==> src/hdl/baf_pkg.sv <==
// Shared types and constants for the bump allocator with a free list.
`default_nettype none

package baf_pkg;

  // Operation codes carried on the mode field.
  localparam logic [1:0] MODE_ALLOC = 2'd0;
  localparam logic [1:0] MODE_FREE  = 2'd1;
  localparam logic [1:0] MODE_RESET = 2'd2;

  // Result status codes.
  localparam logic [1:0] STATUS_OK   = 2'd0;
  localparam logic [1:0] STATUS_OOM  = 2'd1;
  localparam logic [1:0] STATUS_FULL = 2'd2;

  // Field widths fixed by the interface.
  localparam int unsigned OffW  = 20;
  localparam int unsigned SizeW = 21;

  // Bump pointer alignment; must be a power of two.
  localparam int unsigned Align = 8;

  // Reset value of the pool size register.
  localparam logic [SizeW-1:0] PoolSizeReset = 21'd1048576;

  // Commands from the controller to the datapath.
  typedef struct packed {
    logic load;    // capture the request and its table match
    logic commit;  // update state and load the result register
  } ctl_cmd_t;

endpackage

`default_nettype wire

==> src/hdl/baf_ctrl.sv <==
// Controller state machine: request handshake, execute step and result valid.
`default_nettype none

module baf_ctrl
  import baf_pkg::*;
(
  input  wire logic     clk_i,
  input  wire logic     rst_ni,
  input  wire logic     in_valid_i,
  output logic          in_ready_o,
  output logic          out_valid_o,
  input  wire logic     out_ready_i,
  output ctl_cmd_t      cmd_o
);

  localparam logic StIdle = 1'b0;
  localparam logic StExec = 1'b1;

  logic state_q, state_d;
  logic out_valid_q, out_valid_d;

  // A request is taken only in idle; the execute step waits for a free result slot.
  always_comb begin
    in_ready_o   = (state_q == StIdle);
    cmd_o.load   = in_valid_i && (state_q == StIdle);
    cmd_o.commit = (state_q == StExec) && (!out_valid_q || out_ready_i);
  end

  // Next state.
  always_comb begin
    state_d = state_q;
    case (state_q)
      StIdle: begin
        if (cmd_o.load) state_d = StExec;
      end
      StExec: begin
        if (cmd_o.commit) state_d = StIdle;
      end
      default: state_d = StIdle;
    endcase
  end

  // The result register is full from commit until the consumer takes it.
  always_comb begin
    if (cmd_o.commit) begin
      out_valid_d = 1'b1;
    end else if (out_ready_i) begin
      out_valid_d = 1'b0;
    end else begin
      out_valid_d = out_valid_q;
    end
  end

  always_ff @(posedge clk_i or negedge rst_ni) begin
    if (!rst_ni) begin
      state_q     <= StIdle;
      out_valid_q <= 1'b0;
    end else begin
      state_q     <= state_d;
      out_valid_q <= out_valid_d;
    end
  end

  assign out_valid_o = out_valid_q;

endmodule

`default_nettype wire

==> src/hdl/baf_dp.sv <==
// Datapath: pool register, bump pointer, free table with first-fit match, result register.
`default_nettype none

module baf_dp
  import baf_pkg::*;
#(
  parameter int unsigned     FREE_SLOTS = 16,
  parameter int unsigned     MIN_BLOCK  = 16,
  parameter longint unsigned MAX_POOL   = 1048576
) (
  input  wire logic             clk_i,
  input  wire logic             rst_ni,
  input  wire ctl_cmd_t         cmd_i,
  input  wire logic             cfg_we_i,
  input  wire logic [SizeW-1:0] pool_size_i,
  input  wire logic [1:0]       mode_i,
  input  wire logic [OffW-1:0]  block_offset_i,
  input  wire logic             is_null_i,
  input  wire logic [SizeW-1:0] request_size_i,
  output logic [SizeW-1:0]      result_offset_o,
  output logic [1:0]            status_o,
  output logic [SizeW-1:0]      bump_level_o,
  output logic [SizeW-1:0]      free_bytes_o
);

  localparam int unsigned CntW = $clog2(FREE_SLOTS + 1);
  localparam int unsigned IdxW = (FREE_SLOTS > 1) ? $clog2(FREE_SLOTS) : 1;
  localparam logic [SizeW:0] AlignMask = (SizeW + 1)'(Align - 1);

  // Configuration and allocator state.
  logic [SizeW-1:0] pool_q;
  logic [SizeW-1:0] bump_q, bump_d;
  logic [CntW-1:0]  count_q, count_d;
  logic [OffW-1:0]  start_q [FREE_SLOTS];
  logic [SizeW-1:0] len_q   [FREE_SLOTS];

  // Captured request.
  logic [1:0]       mode_q;
  logic [OffW-1:0]  boff_q;
  logic             null_q;
  logic [SizeW-1:0] size_q;
  logic             hit_q;
  logic [IdxW-1:0]  idx_q;

  // Result register.
  logic [SizeW-1:0] res_q, res_d;
  logic [1:0]       status_q, status_d;
  logic [SizeW-1:0] used_q;
  logic [SizeW-1:0] free_q, free_d;

  logic [SizeW-1:0] size_in;
  logic             hit_in;
  logic [IdxW-1:0]  idx_in;
  logic [SizeW-1:0] pool;
  logic [SizeW:0]   aligned;
  logic [SizeW+1:0] alloc_end;
  logic             alloc_fit;
  logic             rewind;
  logic             push;
  logic             remove;

  // Sizes below the minimum block are raised; zero stays zero.
  always_comb begin
    if ((request_size_i != '0) && (request_size_i < SizeW'(MIN_BLOCK))) begin
      size_in = SizeW'(MIN_BLOCK);
    end else begin
      size_in = request_size_i;
    end
  end

  // First-fit match: the highest valid slot, being the most recently freed, wins.
  always_comb begin
    hit_in = 1'b0;
    idx_in = '0;
    for (int i = 0; i < FREE_SLOTS; i++) begin
      if ((CntW'(i) < count_q) && (len_q[i] >= size_in)) begin
        hit_in = 1'b1;
        idx_in = IdxW'(i);
      end
    end
  end

  // Pool in effect is capped by the largest supported pool.
  always_comb begin
    if (64'(pool_q) > 64'(MAX_POOL)) begin
      pool = SizeW'(MAX_POOL);
    end else begin
      pool = pool_q;
    end
  end

  // Bump allocation arithmetic.
  always_comb begin
    aligned   = ({1'b0, bump_q} + AlignMask) & ~AlignMask;
    alloc_end = {1'b0, aligned} + {2'b00, size_q};
    alloc_fit = alloc_end <= {2'b00, pool};
    rewind    = ({2'b00, boff_q} + {1'b0, size_q}) == {1'b0, bump_q};
  end

  // Step evaluation.
  always_comb begin
    bump_d   = bump_q;
    count_d  = count_q;
    res_d    = '0;
    status_d = STATUS_OK;
    push     = 1'b0;
    remove   = 1'b0;
    case (mode_q)
      MODE_ALLOC: begin
        if (hit_q) begin
          res_d   = {1'b0, start_q[idx_q]};
          count_d = count_q - CntW'(1);
          remove  = 1'b1;
        end else if (alloc_fit) begin
          bump_d = alloc_end[SizeW-1:0];
          res_d  = aligned[SizeW-1:0];
        end else begin
          status_d = STATUS_OOM;
        end
      end
      MODE_FREE: begin
        if (!null_q && (size_q != '0)) begin
          if (rewind) begin
            bump_d = {1'b0, boff_q};
          end else if (count_q >= CntW'(FREE_SLOTS)) begin
            status_d = STATUS_FULL;
          end else begin
            count_d = count_q + CntW'(1);
            push    = 1'b1;
          end
        end
      end
      MODE_RESET: begin
        bump_d  = '0;
        count_d = '0;
      end
      default: begin
      end
    endcase
    if (bump_d > pool) begin
      free_d = '0;
    end else begin
      free_d = pool - bump_d;
    end
  end

  // Control state: pool register, bump pointer and table fill count.
  always_ff @(posedge clk_i or negedge rst_ni) begin
    if (!rst_ni) begin
      pool_q  <= PoolSizeReset;
      bump_q  <= '0;
      count_q <= '0;
    end else begin
      if (cfg_we_i) pool_q <= pool_size_i;
      if (cmd_i.commit) begin
        bump_q  <= bump_d;
        count_q <= count_d;
      end
    end
  end

  // Captured request and match result.
  always_ff @(posedge clk_i) begin
    if (cmd_i.load) begin
      mode_q <= mode_i;
      boff_q <= block_offset_i;
      null_q <= is_null_i;
      size_q <= size_in;
      hit_q  <= hit_in;
      idx_q  <= idx_in;
    end
  end

  // Free table: removal closes the gap by shifting newer entries down; a push
  // writes the slot just above the newest one.
  always_ff @(posedge clk_i) begin
    if (cmd_i.commit) begin
      for (int j = 0; j < FREE_SLOTS; j++) begin
        if (push && (count_q == CntW'(j))) begin
          start_q[j] <= boff_q;
          len_q[j]   <= size_q;
        end
      end
      for (int j = 0; j + 1 < FREE_SLOTS; j++) begin
        if (remove && (IdxW'(j) >= idx_q) && (CntW'(j + 1) < count_q)) begin
          start_q[j] <= start_q[j+1];
          len_q[j]   <= len_q[j+1];
        end
      end
    end
  end

  // Result register.
  always_ff @(posedge clk_i) begin
    if (cmd_i.commit) begin
      res_q    <= res_d;
      status_q <= status_d;
      used_q   <= bump_d;
      free_q   <= free_d;
    end
  end

  assign result_offset_o = res_q;
  assign status_o        = status_q;
  assign bump_level_o    = used_q;
  assign free_bytes_o    = free_q;

endmodule

`default_nettype wire

==> src/hdl/bump_allocator_with_free_list.sv <==
// Top level of the bump allocator with a most-recent-first free list.
//
//   Channel  Handshake               Payload
//   in       in_valid_i/in_ready_o   mode_i, block_offset_i, is_null_i, request_size_i
//   out      out_valid_o/out_ready_i result_offset_o, status_o, bump_level_o, free_bytes_o
//   cfg      cfg_valid_i/cfg_ready_o pool_size_i
//
// A request passes the idle and execute states: the accept cycle compares every
// free-table slot against the raised size and registers the first fit, and the execute
// state then commits the state update into the result register. A new request is taken
// once that commit is done, even while the previous result still waits on out_ready_i;
// the commit itself waits while the result register is full. Reset empties the free
// table, clears the bump pointer and sets the pool size to 1048576 bytes.
`default_nettype none

module bump_allocator_with_free_list
  import baf_pkg::*;
#(
  parameter int unsigned     FREE_SLOTS = 16,
  parameter int unsigned     MIN_BLOCK  = 16,
  parameter longint unsigned MAX_POOL   = 1048576
) (
  input  wire logic             clk_i,
  input  wire logic             rst_ni,
  input  wire logic             in_valid_i,
  output logic                  in_ready_o,
  input  wire logic [1:0]       mode_i,
  input  wire logic [OffW-1:0]  block_offset_i,
  input  wire logic             is_null_i,
  input  wire logic [SizeW-1:0] request_size_i,
  output logic                  out_valid_o,
  input  wire logic             out_ready_i,
  output logic [SizeW-1:0]      result_offset_o,
  output logic [1:0]            status_o,
  output logic [SizeW-1:0]      bump_level_o,
  output logic [SizeW-1:0]      free_bytes_o,
  input  wire logic             cfg_valid_i,
  output logic                  cfg_ready_o,
  input  wire logic [SizeW-1:0] pool_size_i
);

  ctl_cmd_t cmd;

  // The pool size register always takes a write.
  assign cfg_ready_o = 1'b1;

  baf_ctrl u_ctrl (
    .clk_i       (clk_i),
    .rst_ni      (rst_ni),
    .in_valid_i  (in_valid_i),
    .in_ready_o  (in_ready_o),
    .out_valid_o (out_valid_o),
    .out_ready_i (out_ready_i),
    .cmd_o       (cmd)
  );

  baf_dp #(
    .FREE_SLOTS (FREE_SLOTS),
    .MIN_BLOCK  (MIN_BLOCK),
    .MAX_POOL   (MAX_POOL)
  ) u_dp (
    .clk_i           (clk_i),
    .rst_ni          (rst_ni),
    .cmd_i           (cmd),
    .cfg_we_i        (cfg_valid_i),
    .pool_size_i     (pool_size_i),
    .mode_i          (mode_i),
    .block_offset_i  (block_offset_i),
    .is_null_i       (is_null_i),
    .request_size_i  (request_size_i),
    .result_offset_o (result_offset_o),
    .status_o        (status_o),
    .bump_level_o    (bump_level_o),
    .free_bytes_o    (free_bytes_o)
  );

endmodule

`default_nettype wire
==> config.mk <==
export PLATFORM = sky130hd
export DESIGN_NAME = bump_allocator_with_free_list
export DESIGN_NICKNAME = d
export VERILOG_FILES = /design/src/hdl/baf_pkg.sv /design/src/hdl/baf_ctrl.sv /design/src/hdl/baf_dp.sv /design/src/hdl/bump_allocator_with_free_list.sv
export SDC_FILE = /design/constraint.sdc
export NUM_CORES = 2
export LEC_CHECK = 0
export BUFFER_PORTS_ARGS = -buffer_cell sky130_fd_sc_hd__buf_4
export CORE_MARGIN = 2
export CORE_UTILIZATION = 42
export CTS_CLUSTER_SIZE = 12
export DETAILED_ROUTE_END_ITERATION = 16
export PLACE_DENSITY = 0.72
export SETUP_SLACK_MARGIN = 0.02
export SLEW_MARGIN = 20
export SYNTH_ARGS = -nofsm -noshare
export SYNTH_HDL_FRONTEND = slang
export SYNTH_SLANG_ARGS = --single-unit
==> constraint.sdc <==
create_clock -name clk_i -period 8.25 [get_ports clk_i]
set_clock_uncertainty 0.05 [all_clocks]
set_input_delay 0.4125 -clock clk_i [delete_from_list [all_inputs] [get_ports clk_i]]
set_output_delay 0.4125 -clock clk_i [all_outputs]
set_load 0.01 [all_outputs]
==> results.yml <==
critical_path:
  cpMostUsedCell: "a211oi_2"
  worst-setup-path-type: "reg -> reg"
  worst-endpoint-required_ns: 8.62
  startpoint: "u_dp.bump_q[2]"
  cp_slowest_stage_delay_ns: 0.51
  r2r_slack_ns: 0.22
  cp-endpoint: "u_dp.free_bytes_o[2]"
  r2r-start: "u_dp.bump_q[2]"
  critPathLaunchType: "flip-flop"
  crit_fanout: 8
  reg2reg_to: "u_dp.free_bytes_o[2]"
  crit_arrival_ns: 8.40
  reg2regPathDepth: 37
  worstSetupEndpointType: "flip-flop"
  crit_slowest_cell: "a222oi_1"
timing:
  rsz0062_at_grt: "yes"
  relSlewSlack_pct: 23.5
  fmax_mhz: 125
  finalCriticalPeriod_ns: 8.03
  post-route-period-util_pct: 97.3
  finalMaxSlewViolations: 0
  tightest_slew_ns: 1.15
  hold_ws_ns: 0.0885
  finalHoldViolations: 0
  setup_ws_ns: 0.219
  setup_viol: 0
yosys:
  synth.area.mux_share_pct: 17.7
  ys_seq_area_share_pct: 49.2
  synth_top_cell_by_area: "edfxtp_1"
  synth_area_leaders: "edfxtp_1 47%, ha_1 11%, mux2_2 8.7%"
  syn_avg_cell_area_um2: 12.5
  synth-main-ff-cell: "edfxtp_1"
  synth-simple-area-share_pct: 8.23
  synth_top_area_share_pct: 46.7
  synth_top_family_by_area: "multiplexers"
  synth_cell_type_count: 81
  ys_async_sr_fraction_pct: 5.98
  ys_ff_latch: 819
  syn_area_mm2: 0.0495
  synth_xor_area_share_pct: 1.29
  synthAdderAreaFrac_pct: 10.9
  synth_edf_count: 770
  synth_nets: 4452
  ys.warnings.count: 0
  synth_compound_area_share_pct: 9.42
  netlist_instances: 3954
die:
  die-area_mm2: 0.121
  core_mm2: 0.117
  die_w_um: 347
  rows: 125
  die_height_um: 347
  io_pins: 138
  start_util_pct: 42.5
grt:
  grt_max_degree: 220
  grt_pass1_wl_um: 216000
  antenna_found_initial: 2
  grt_use_total_pct: 23.4
  grt-ovfl-total: 0
  first_global_vias: 34500
clocking:
  cts-root-buf: "clkbuf_16"
  max-clock-path-buffers: 3
  clkLatencyLatePin_ns: 0.67
  cts.clk_slew.worst_paths_ns: 0.06
  h-tree-depth: 3
  tritoncts: "yes"
  cts_buffers: 87
  cts_sinks: 819
cells_and_area:
  syn_to_final_growth_pct: 14.3
  fin_util_pct: 48.6
  nFillCells: 10000
  drive_above_1_share_pct: 24.2
  final_nets: 4691
status:
  status: "complete, no violations"
place:
  hpwl_um: 96600
  place_congestion: 0.981
  port_buffers: 136
  dp_slack_ns: -0.155
run:
  cap_violations: 0
routing:
  routed_wl_um: 145000
  vias_per_cell: 6.05
  ant_nets: 0
  wl_per_cell_um: 25.0
  drtIter0Drc: 3796
  drc: 0
  vias: 35000
  drt_pre_antenna_iters: 10
power_and_ir_drop:
  power.density_mw_per_mm2: 243
  irDropWorstVdd_mv: 0.295
  power.leakage_nw: 22.6
hold_path:
  hold_class: "in -> reg"
  hold_start: "cfg_valid_i"
layout by cell type, fill, tap and decap left out, types with 12 or more instances in the layout:
cell	instances
a211oi_1	17
a21o_1	116
a21oi_1	171
a222oi_1	17
a22o_1	16
a32o_1	15
and2_1	17
and3_1	13
buf_4	339
clkbuf_1	22
clkbuf_16	88
clkinv_1	22
clkinv_2	12
dfrtp_1	48
dlygate4sd3_1	62
edfxtp_1	770
ha_1	424
inv_1	118
mux2_2	383
mux2i_1	221
mux4_2	100
nand2_1	196
nand2b_1	20
nand3_1	35
nand4_1	68
nor2_1	317
nor2b_1	78
nor3_1	34
nor4_1	19
o211ai_1	16
o21a_1	60
o21ai_0	94
o31ai_1	12
xnor2_1	44
xor2_1	23
state kept, by name (all words and copies together) (netlist names):
signal / flops
u_dp.bump_q: 21
u_ctrl.out_valid_o: 1
u_dp.bump_level_o: 21
u_dp.count_q: 5
u_dp.mode_q: 2
u_dp.boff_q: 20
u_dp.start_q: 320
u_dp.idx_q: 4
u_dp.free_bytes_o: 21
u_dp.hit_q: 1
u_dp.status_o: 2
u_dp.size_q: 21
u_dp.len_q: 336
u_dp.null_q: 1
u_dp.result_offset_o: 21
u_dp.pool_q: 21
u_ctrl.state_q: 1
critical path: cells and delay by family, from the launching register on:
kind	cells	cell delay, ns
flip-flops	1	0.38
XOR/XNOR	2	0.27
buffers and inverters	5	0.81
adder cells (fa/ha/maj)	3	0.89
AND/OR/NAND/NOR	8	0.99
AO/OA/AOI/OAI	19	4.40
per-stage QoR:
stage	setup TNS, ns	instances	power [W]	instance area (um^2)
global placement	-0.0466	5535	0.00987	52900
detailed placement	-1.20	5535	0.00996	52900
global route	-3.18	5781	0.0143	56600
floorplan	0	3954	0.00867	49500
CTS	0	5767	0.0137	56300
finish	0	5782	0.0138	56600
layout make-up:
class                      count  area (um^2)  share of cell area (%)
antenna                        1         2.50                 0.00442
clock buffer                 112         2310                    4.08
clock inverter                41          288                   0.508
inverter                     120          450                   0.796
multi-input combinational   2750        23900                    42.2
sequential                   819        24300                    43.0
tap                         1524         1910                    3.37
timing repair buffer         415         3420                    6.05
cell families (layout without fill, tap and decap cells):
logic type	count (synthesis)	count (layout)
AND/OR/NAND/NOR	863	863
flip-flops	819	819
multiplexers	704	704
AO/OA/AOI/OAI	681	681
adder cells (fa/ha/maj)	428	428
buffers and inverters	385	688
XOR/XNOR	73	73
other	1	2
repair_timing:
item | 4_1_cts | 5_1_grt
setup endpoints to repair | 20 | 21
gates resized for setup | 11 | 41
hold buffers | 62 | 0
pin swaps | 7 | 34
buffers inserted | 16 | 14
endpoints found under the hold margin | 110 | 0
gates cloned | 1 | 0
cells in the mapped netlist, drive strengths merged (23+ instances only):
cell type  instances
a21o             117
buf              130
o21a              60
edfxtp           770
a21oi            176
nor2b             82
a211oi            23
mux2             383
mux4             100
nand2            199
clkbuf           135
nand3             40
nor3              40
ha               425
nor2             319
dfrtp             48
inv              119
xnor2             50
o21ai            104
xor2              23
nand4             68
mux2i            221
power breakdown:
group	internal (W)	total, W	switching (W)
combinational	0.00216	0.00478	0.00263
sequential	0.00507	0.00527	0.000197
clock	0.00199	0.00370	0.00171
worst min-delay path by stage:
stage / slack [ns] / cells past startpoint / end
final: 0.09 / 3 / u_dp.pool_q[20]
after global routing: 0.08 / 2 / u_dp.size_q[4]
after CTS: 0.04 / 3 / u_dp.pool_q[20]
after detailed placement: 0.47 / 1 / u_dp.pool_q[15]
after global placement: 0.46 / 1 / u_dp.pool_q[15]
after floorplan: 0.07 / 0 / u_ctrl.out_valid_o
routing by layer:
| metal | share of wire (%) | global-route usage, % | vias to the layer above |
|---|---|---|---|
| li1 | - | - | 15600 |
| met1 | 41 | 30.4 | 17600 |
| met2 | 48 | 39.3 | 1461 |
| met3 | 6.8 | 3.07 | 332 |
| met4 | 4.6 | 10.2 | 0 |
| met5 | 0 | 0 | - |
Note: power is estimated with default switching activity, not from simulation.
